File: src/rtl/pf_pkg.sv
// package for the prime factorizer: microcode word, step addresses and program rom
package pf_pkg;

  localparam int unsigned MaxResults = 30;
  localparam int unsigned CntW       = 5;
  localparam int unsigned PcW        = 4;

  typedef logic [PcW-1:0]  pc_t;
  typedef logic [CntW-1:0] cnt_t;

  typedef enum logic [2:0] {
    OP_NOP,
    OP_LOAD,
    OP_DIV_GO,
    OP_EMIT_D,
    OP_EMIT_REM,
    OP_EMIT_NONE,
    OP_NEXT_D
  } op_e;

  typedef enum logic [2:0] {
    C_NEXT,
    C_ALWAYS,
    C_NOT_START,
    C_SMALL,
    C_DIV_BUSY,
    C_D_GT_Q,
    C_R_NZ,
    C_CAP
  } cond_e;

  typedef struct packed {
    op_e   op;
    cond_e cond;
    pc_t   target;
  } ctrl_word_t;

  localparam pc_t StepIdle     = 4'd0;
  localparam pc_t StepSmall    = 4'd1;
  localparam pc_t StepDivGo    = 4'd2;
  localparam pc_t StepDivWait  = 4'd3;
  localparam pc_t StepTest     = 4'd4;
  localparam pc_t StepHit      = 4'd5;
  localparam pc_t StepEmitD    = 4'd6;
  localparam pc_t StepLoop     = 4'd7;
  localparam pc_t StepExit     = 4'd8;
  localparam pc_t StepEmitNone = 4'd9;
  localparam pc_t StepNextD    = 4'd10;

  localparam cnt_t CapCount = cnt_t'(MaxResults - 1);

  function automatic ctrl_word_t ucode(input pc_t pc);
    ctrl_word_t cw;
    cw = '{op: OP_NOP, cond: C_ALWAYS, target: StepIdle};
    case (pc)
      StepIdle:     cw = '{op: OP_LOAD,      cond: C_NOT_START, target: StepIdle};
      StepSmall:    cw = '{op: OP_NOP,       cond: C_SMALL,     target: StepEmitNone};
      StepDivGo:    cw = '{op: OP_DIV_GO,    cond: C_NEXT,      target: StepIdle};
      StepDivWait:  cw = '{op: OP_NOP,       cond: C_DIV_BUSY,  target: StepDivWait};
      StepTest:     cw = '{op: OP_NOP,       cond: C_D_GT_Q,    target: StepExit};
      StepHit:      cw = '{op: OP_NOP,       cond: C_R_NZ,      target: StepNextD};
      StepEmitD:    cw = '{op: OP_EMIT_D,    cond: C_CAP,       target: StepIdle};
      StepLoop:     cw = '{op: OP_NOP,       cond: C_ALWAYS,    target: StepDivGo};
      StepExit:     cw = '{op: OP_EMIT_REM,  cond: C_ALWAYS,    target: StepIdle};
      StepEmitNone: cw = '{op: OP_EMIT_NONE, cond: C_ALWAYS,    target: StepIdle};
      StepNextD:    cw = '{op: OP_NEXT_D,    cond: C_ALWAYS,    target: StepDivGo};
      default:      cw = '{op: OP_NOP,       cond: C_ALWAYS,    target: StepIdle};
    endcase
    return cw;
  endfunction

endpackage

File: src/rtl/pf_divider.sv
// iterative restoring divider, one quotient bit per cycle
module pf_divider #(
  parameter int unsigned W = 31
) (
  input  logic         clk_i,
  input  logic         rst_ni,
  input  logic         go_i,
  input  logic [W-1:0] dividend_i,
  input  logic [W-1:0] divisor_i,
  output logic         busy_o,
  output logic [W-1:0] quotient_o,
  output logic [W-1:0] remainder_o
);

  localparam int unsigned CW = $clog2(W + 1);

  logic [CW-1:0] cnt_q, cnt_d;
  logic [W-1:0]  acc_q, acc_d;
  logic [W-1:0]  quo_q, quo_d;
  logic [W-1:0]  dvs_q, dvs_d;
  logic [W:0]    acc_shift;
  logic [W:0]    diff;

  assign acc_shift = {acc_q, quo_q[W-1]};
  assign diff      = acc_shift - {1'b0, dvs_q};

  always_comb begin
    cnt_d = cnt_q;
    acc_d = acc_q;
    quo_d = quo_q;
    dvs_d = dvs_q;
    if (go_i) begin
      cnt_d = CW'(W);
      acc_d = '0;
      quo_d = dividend_i;
      dvs_d = divisor_i;
    end else if (cnt_q != '0) begin
      cnt_d = cnt_q - CW'(1);
      if (!diff[W]) begin
        acc_d = diff[W-1:0];
        quo_d = {quo_q[W-2:0], 1'b1};
      end else begin
        acc_d = acc_shift[W-1:0];
        quo_d = {quo_q[W-2:0], 1'b0};
      end
    end
  end

  always_ff @(posedge clk_i or negedge rst_ni) begin
    if (!rst_ni) begin
      cnt_q <= '0;
    end else begin
      cnt_q <= cnt_d;
    end
  end

  always_ff @(posedge clk_i) begin
    acc_q <= acc_d;
    quo_q <= quo_d;
    dvs_q <= dvs_d;
  end

  assign busy_o      = (cnt_q != '0);
  assign quotient_o  = quo_q;
  assign remainder_o = acc_q;

endmodule

File: src/rtl/prime_factorizer_core.sv
// prime factorizer top level: microcoded trial division sequencer and datapath
//
// channel  direction  handshake                  payload
// input    in         start high, busy low       value_i
// result   out        valid_o, one cycle strobe  factor_o first_of_prime_o no_factors_o last_o
//
// each trial division runs on the bit-serial divider, and an item takes at most
// about sqrt(value) trials, worst case a large prime
// an input below 2 goes from the small-value step straight to the no-factor step
// busy stays high from acceptance until the last word goes out
// reset clears the step counter, the divider count and the strobe
// results are never stalled; one word leaves per strobe
module prime_factorizer_core #(
  parameter int unsigned VALUE_BITS = 31
) (
  input  logic                  clk_i,
  input  logic                  rst_ni,
  input  logic                  start,
  output logic                  busy,
  input  logic [VALUE_BITS-1:0] value_i,
  output logic                  valid_o,
  output logic [VALUE_BITS-1:0] factor_o,
  output logic                  first_of_prime_o,
  output logic                  no_factors_o,
  output logic                  last_o
);

  localparam int unsigned W = VALUE_BITS;

  pf_pkg::pc_t        pc_q, pc_d;
  pf_pkg::ctrl_word_t cw;
  logic               take;

  logic [W-1:0]  rem_q, rem_d;
  logic [W-1:0]  dv_q, dv_d;
  logic          first_q, first_d;
  pf_pkg::cnt_t  cnt_q, cnt_d;

  logic          valid_q, valid_d;
  logic [W-1:0]  factor_q, factor_d;
  logic          fop_q, fop_d;
  logic          nof_q, nof_d;
  logic          last_q, last_d;

  logic          div_go;
  logic          div_busy;
  logic [W-1:0]  quo;
  logic [W-1:0]  rmd;
  logic          at_cap;

  pf_divider #(.W(W)) u_div (
    .clk_i       (clk_i),
    .rst_ni      (rst_ni),
    .go_i        (div_go),
    .dividend_i  (rem_q),
    .divisor_i   (dv_q),
    .busy_o      (div_busy),
    .quotient_o  (quo),
    .remainder_o (rmd)
  );

  assign cw     = pf_pkg::ucode(pc_q);
  assign at_cap = (cnt_q == pf_pkg::CapCount);
  assign busy   = (pc_q != pf_pkg::StepIdle);

  // branch condition and step counter
  always_comb begin
    case (cw.cond)
      pf_pkg::C_NEXT:      take = 1'b0;
      pf_pkg::C_ALWAYS:    take = 1'b1;
      pf_pkg::C_NOT_START: take = !start;
      pf_pkg::C_SMALL:     take = (rem_q[W-1:1] == '0);
      pf_pkg::C_DIV_BUSY:  take = div_busy;
      pf_pkg::C_D_GT_Q:    take = (dv_q > quo);
      pf_pkg::C_R_NZ:      take = (rmd != '0);
      pf_pkg::C_CAP:       take = at_cap;
      default:             take = 1'b1;
    endcase
    pc_d = take ? cw.target : pc_q + pf_pkg::pc_t'(1);
  end

  // datapath operations
  always_comb begin
    rem_d    = rem_q;
    dv_d     = dv_q;
    first_d  = first_q;
    cnt_d    = cnt_q;
    div_go   = 1'b0;
    valid_d  = 1'b0;
    factor_d = factor_q;
    fop_d    = fop_q;
    nof_d    = nof_q;
    last_d   = last_q;
    case (cw.op)
      pf_pkg::OP_LOAD: begin
        if (start) begin
          rem_d   = value_i;
          dv_d    = W'(2);
          first_d = 1'b1;
          cnt_d   = '0;
        end
      end
      pf_pkg::OP_DIV_GO: begin
        div_go = 1'b1;
      end
      pf_pkg::OP_EMIT_D: begin
        valid_d  = 1'b1;
        factor_d = dv_q;
        fop_d    = first_q;
        nof_d    = 1'b0;
        last_d   = at_cap;
        rem_d    = quo;
        first_d  = 1'b0;
        cnt_d    = cnt_q + pf_pkg::cnt_t'(1);
      end
      pf_pkg::OP_EMIT_REM: begin
        // remainder equal to the current divisor repeats that prime
        valid_d  = 1'b1;
        factor_d = rem_q;
        fop_d    = first_q || (rem_q != dv_q);
        nof_d    = 1'b0;
        last_d   = 1'b1;
      end
      pf_pkg::OP_EMIT_NONE: begin
        valid_d  = 1'b1;
        factor_d = '0;
        fop_d    = 1'b0;
        nof_d    = 1'b1;
        last_d   = 1'b1;
      end
      pf_pkg::OP_NEXT_D: begin
        dv_d    = dv_q + W'(1);
        first_d = 1'b1;
      end
      default: begin
      end
    endcase
  end

  always_ff @(posedge clk_i or negedge rst_ni) begin
    if (!rst_ni) begin
      pc_q    <= pf_pkg::StepIdle;
      valid_q <= 1'b0;
    end else begin
      pc_q    <= pc_d;
      valid_q <= valid_d;
    end
  end

  always_ff @(posedge clk_i) begin
    rem_q    <= rem_d;
    dv_q     <= dv_d;
    first_q  <= first_d;
    cnt_q    <= cnt_d;
    factor_q <= factor_d;
    fop_q    <= fop_d;
    nof_q    <= nof_d;
    last_q   <= last_d;
  end

  assign valid_o          = valid_q;
  assign factor_o         = factor_q;
  assign first_of_prime_o = fop_q;
  assign no_factors_o     = nof_q;
  assign last_o           = last_q;

  a_accept_busy : assert property (@(posedge clk_i) disable iff (!rst_ni)
    (start && !busy) |=> busy)
    else $error("busy not raised after accepted word");

  a_more_follow : assert property (@(posedge clk_i) disable iff (!rst_ni)
    (valid_o && !last_o) |-> busy)
    else $error("non-final word while sequencer idle");

  a_none_form : assert property (@(posedge clk_i) disable iff (!rst_ni)
    (valid_o && no_factors_o) |-> (last_o && factor_o == '0 && !first_of_prime_o))
    else $error("bad no-factor word");

  a_factor_min : assert property (@(posedge clk_i) disable iff (!rst_ni)
    (valid_o && !no_factors_o) |-> (factor_o[W-1:1] != '0))
    else $error("factor below two");

  a_div_wait : assert property (@(posedge clk_i) disable iff (!rst_ni)
    div_busy |-> (pc_q == pf_pkg::StepDivWait))
    else $error("divider running outside wait step");

endmodule
File: config.mk
export PLATFORM = sky130hd
export DESIGN_NAME = prime_factorizer_core
export DESIGN_NICKNAME = d
export VERILOG_FILES = /design/src/rtl/pf_pkg.sv /design/src/rtl/pf_divider.sv /design/src/rtl/prime_factorizer_core.sv
export SDC_FILE = /design/constraint.sdc
export NUM_CORES = 1
export LEC_CHECK = 0
export CAP_MARGIN = 40
export CORE_MARGIN = 2
export CORE_UTILIZATION = 50
export DETAILED_ROUTE_END_ITERATION = 16
export DONT_BUFFER_PORTS = 1
export GPL_ROUTABILITY_DRIVEN = 0
export HOLD_SLACK_MARGIN = 0.05
export SYNTH_ARGS = -nofsm -noshare
export SYNTH_HDL_FRONTEND = slang
export SYNTH_SLANG_ARGS = --single-unit
File: constraint.sdc
create_clock -name clk_i -period 3.93 [get_ports clk_i]
set_clock_uncertainty 0.1 [all_clocks]
set_input_delay 0.393 -clock clk_i [delete_from_list [all_inputs] [get_ports clk_i]]
set_output_delay 0.393 -clock clk_i [all_outputs]
set_load 0.005 [all_outputs]
==> results.py <==
metrics = {
    "logic_synthesis": {
        "ys.warnings.count": 0,
        "most_used_dff_post_synth": "sky130_fd_sc_hd__edfxtp_1",
        "syn-instance-count": 1232,
        "synth-edff-count": 164,
        "synthArstFlopShare": 0.0488,
        "synth_area_per_cell_um2": 9.59,
        "post_synthesis_net_count": 1340,
        "yosysTopAreaCell": "sky130_fd_sc_hd__edfxtp_1",
        "synthDistinctLibCells": 66,
        "share_of_yosys_cell_area_claimed_by_the_top_area_cell_type": 0.417,
        "synth.ff_latch_count": 205,
        "synthesis.area_mm2": 0.0118,
        "ys_seq_area_frac": 0.490,
        "ys_top_cells_by_area": "sky130_fd_sc_hd__edfxtp_1 42%, sky130_fd_sc_hd__ha_1 7.7%, sky130_fd_sc_hd__nand2_1 6.1%",
    },
    "setup_path": {
        "critPathLaunchType": "register",
        "crit_path_end_kind": "register",
        "timing.setup.critical_path_class": "reg2reg",
        "critical_path.reg2reg.startpoint": "u_div.remainder_o[8]",
        "critPathArrivalTime_ns": 3.61,
        "crit_start": "u_div.remainder_o[8]",
        "crit_required_ns": 4.29,
        "critPathMaxFanout": 6,
    },
    "die": {
        "floorplan.io_pins": 70,
        "start_util": 0.507,
        "floorplan.die.width_um": 158,
        "rows": 56,
        "fp.coreArea_mm2": 0.0233,
        "dieArea_mm2": 0.0249,
        "die_y_um": 158,
    },
    "layout": {
        "layout-drive-gt1-share": 0.0693,
        "layout_commonest_cell": "sky130_fd_sc_hd__nand2_1",
        "area_growth_syn_to_layout_pct": 12.6,
        "design.final.nets": 1377,
        "final_cell_mix": "191 x sky130_fd_sc_hd__nand2_1, 164 x sky130_fd_sc_hd__edfxtp_1, 135 x sky130_fd_sc_hd__o21ai_0, 89 x sky130_fd_sc_hd__nor2_1, 83 x sky130_fd_sc_hd__a21oi_1",
        "diodes": 0,
    },
    "detailed_routing": {
        "drt_iter0_drc": 683,
        "drt.antenna.violating_nets": 0,
        "routed_wl_um": 29500,
        "post_drt_wl_per_cell_um": 18.4,
        "post-route-drc-count": 0,
        "drt_first_pass_iters": 7,
        "dr_total_vias": 8979,
        "detail_route.vias_per_cell": 5.60,
    },
    "sta": {
        "final.period_utilization": 0.826,
        "final_max_slew_viol_count": 0,
        "max_slew.worst_pin.slew_ns": 0.781,
        "final.setup.worst_slack_ns": 0.682,
        "report.final.hold_viol_count": 0,
        "final.setup.tns_ns": 0,
        "slew_headroom": 0.479,
        "grt_setup_unrepaired": "false",
        "timing.final.crit_period_ns": 3.25,
        "report.final.setup_viol": 0,
        "max_freq_mhz": 308,
        "timing.hold.ws_ns": 0.153,
    },
    "clock_network": {
        "numClockSinks": 205,
        "clock-root-buffer": "sky130_fd_sc_hd__clkbuf_16",
        "clock_insertion_delay_worst_skew_ns": 0.53,
        "tritoncts_clock_tree": "built",
        "numCtsBuffers": 23,
        "htreeDepth": 1,
        "clock_path_buffers": 3,
        "postCtsResizedCells": 0,
        "cts.reportedPaths.clkPinSlew_ns": 0.06,
    },
    "global_route": {
        "antenna_violations_before_repair": 0,
        "grt_max_degree": 61,
        "grt_pass1_wl_um": 47200,
        "globalRouteOverflowTotal": 0,
        "grt_use_total": 0.242,
        "number_of_global_route_vias_before_repair": 8669,
    },
    "run": {
        "drv.max_cap_violation_count": 0,
    },
    "placed_design": {
        "dpl.hpwl_um": 20600,
        "placement.io_buffers": 0,
        "placement.setup.worst_slack_ns": 0.717,
    },
    "run_status": {
        "status": "finished, final reports clean",
    },
    "pwr": {
        "pwr_density_cell_mw_per_mm2": 336,
        "peakVddDrop_mv": 0.367,
        "power_leakage_nw": 5.21,
    },
    "min_path": {
        "hp-class": "in2async",
    },
}
-- final cells by class --
cell class	count	area, um2
fill	2071	10000
sequential	205	5800
multi-input combinational	900	5550
clock buffer	27	591
timing repair buffer	61	538
tap	319	399
inverter	78	294
clock inverter	14	138
-- logic make-up after synthesis --
family	count (synthesis)	share of synthesized area
AOI/OAI and AO/OA	299	0.149
and+or+nand+nor	427	0.163
buffers and inverters	127	0.0417
DFF	205	0.490
xor gates and xnor gates	93	0.0711
muxes	7	0.00603
adders and majority gates	74	0.0790
-- flip-flops by register name (all words and copies together), names as in the netlist --
signal	count
cnt_q	5
dv_q	31
factor_o	31
first_of_prime_o	1
first_q	1
last_o	1
no_factors_o	1
pc_q	4
rem_q	31
u_div.cnt_q	5
u_div.dvs_q	31
u_div.quotient_o	31
u_div.remainder_o	31
valid_o	1
-- worst max-delay path: stages, from the launching register on --
cell and delay [ns]:
sky130_fd_sc_hd__dfxtp_1 0.47, sky130_fd_sc_hd__ha_1 0.36, sky130_fd_sc_hd__a21oi_1 0.16, sky130_fd_sc_hd__o21ai_0 0.15, sky130_fd_sc_hd__a221oi_1 0.43, sky130_fd_sc_hd__nand3_1 0.19
sky130_fd_sc_hd__a31o_1 0.28, sky130_fd_sc_hd__a21oi_1 0.30, sky130_fd_sc_hd__nor2_1 0.08, sky130_fd_sc_hd__a311oi_1 0.46, sky130_fd_sc_hd__nand3_1 0.13, sky130_fd_sc_hd__nand2_1 0.08
-- timing repair --
action                                  4_1_cts  5_1_grt
hold buffers                                 32        0
endpoints found under the hold margin        41        0
endpoints found under the setup margin        0        0
buffers inserted                              0        0
-- power by group --
part	switching [W]	internal, W
Sequential	0	0.00232
Clock	0.000902	0.00121
Combinational	0.0000148	0.0000268
-- through the flow --
step / power, W / std cells / utilization / instance area [um2]
3_3_place_gp: 0.00238 / 1531 / 0.525 / 12300
4_1_cts: 0.00452 / 1604 / 0.570 / 13300
2_1_floorplan: 0.00237 / 1232 / - / 11800
3_5_place_dp: 0.00238 / 1531 / 0.525 / 12300
5_1_grt: 0.00459 / 1604 / 0.570 / 13300
6_report: 0.00447 / 1604 / 0.570 / 13300
-- synth_stat cells (2+ instances only) --
library cell	number
sky130_fd_sc_hd__o31a_1	2
sky130_fd_sc_hd__nor4_1	24
sky130_fd_sc_hd__mux2i_1	6
sky130_fd_sc_hd__o21ai_0	136
sky130_fd_sc_hd__o21ai_2	2
sky130_fd_sc_hd__clkbuf_1	41
sky130_fd_sc_hd__o31ai_1	2
sky130_fd_sc_hd__o211ai_1	5
sky130_fd_sc_hd__nand2b_1	9
sky130_fd_sc_hd__a21oi_2	5
sky130_fd_sc_hd__or3_1	2
sky130_fd_sc_hd__xor2_1	65
sky130_fd_sc_hd__edfxtp_1	164
sky130_fd_sc_hd__a21o_1	22
sky130_fd_sc_hd__o21ai_1	2
sky130_fd_sc_hd__a31oi_1	8
sky130_fd_sc_hd__a211o_1	5
sky130_fd_sc_hd__a21oi_1	83
sky130_fd_sc_hd__ha_1	73
sky130_fd_sc_hd__nor3_1	13
sky130_fd_sc_hd__dfxtp_1	31
sky130_fd_sc_hd__and3_1	13
sky130_fd_sc_hd__o21a_1	4
sky130_fd_sc_hd__and4_1	3
sky130_fd_sc_hd__nor2_1	90
sky130_fd_sc_hd__nand3_1	34
sky130_fd_sc_hd__inv_1	77
sky130_fd_sc_hd__or2_2	6
sky130_fd_sc_hd__nand2_1	191
sky130_fd_sc_hd__nand4_1	20
sky130_fd_sc_hd__nor2b_1	11
sky130_fd_sc_hd__o22ai_1	3
sky130_fd_sc_hd__and2_1	6
sky130_fd_sc_hd__buf_1	2
sky130_fd_sc_hd__o21bai_1	2
sky130_fd_sc_hd__dfrtp_1	10
sky130_fd_sc_hd__o41ai_2	2
sky130_fd_sc_hd__xnor2_1	26
sky130_fd_sc_hd__a41oi_1	2
sky130_fd_sc_hd__buf_2	4
-- metal layers --
metal,track usage,share of wire
met5,0,0
met4,0.0680,0.030
met3,0.0370,0.052
met2,0.384,0.45
met1,0.344,0.46
-- final timing paths --
| check | cells past startpoint | end | slack (ns) |
|---|---|---|---|
| worst max-delay path | 11 | u_div.remainder_o[28] | 0.68 |
| worst min-delay path | 1 | valid_o | 0.15 |
| worst max register to register | 11 | u_div.remainder_o[28] | 0.68 |
| worst min register to register | 2 | u_div.remainder_o[1] | 0.40 |
| max in group asynchronous | 1 | u_div.cnt_q[2] | 3.24 |
| min in group clk_i | 4 | pc_q[2] | 0.23 |
No activity file was read; power rests on OpenSTA's default activity.
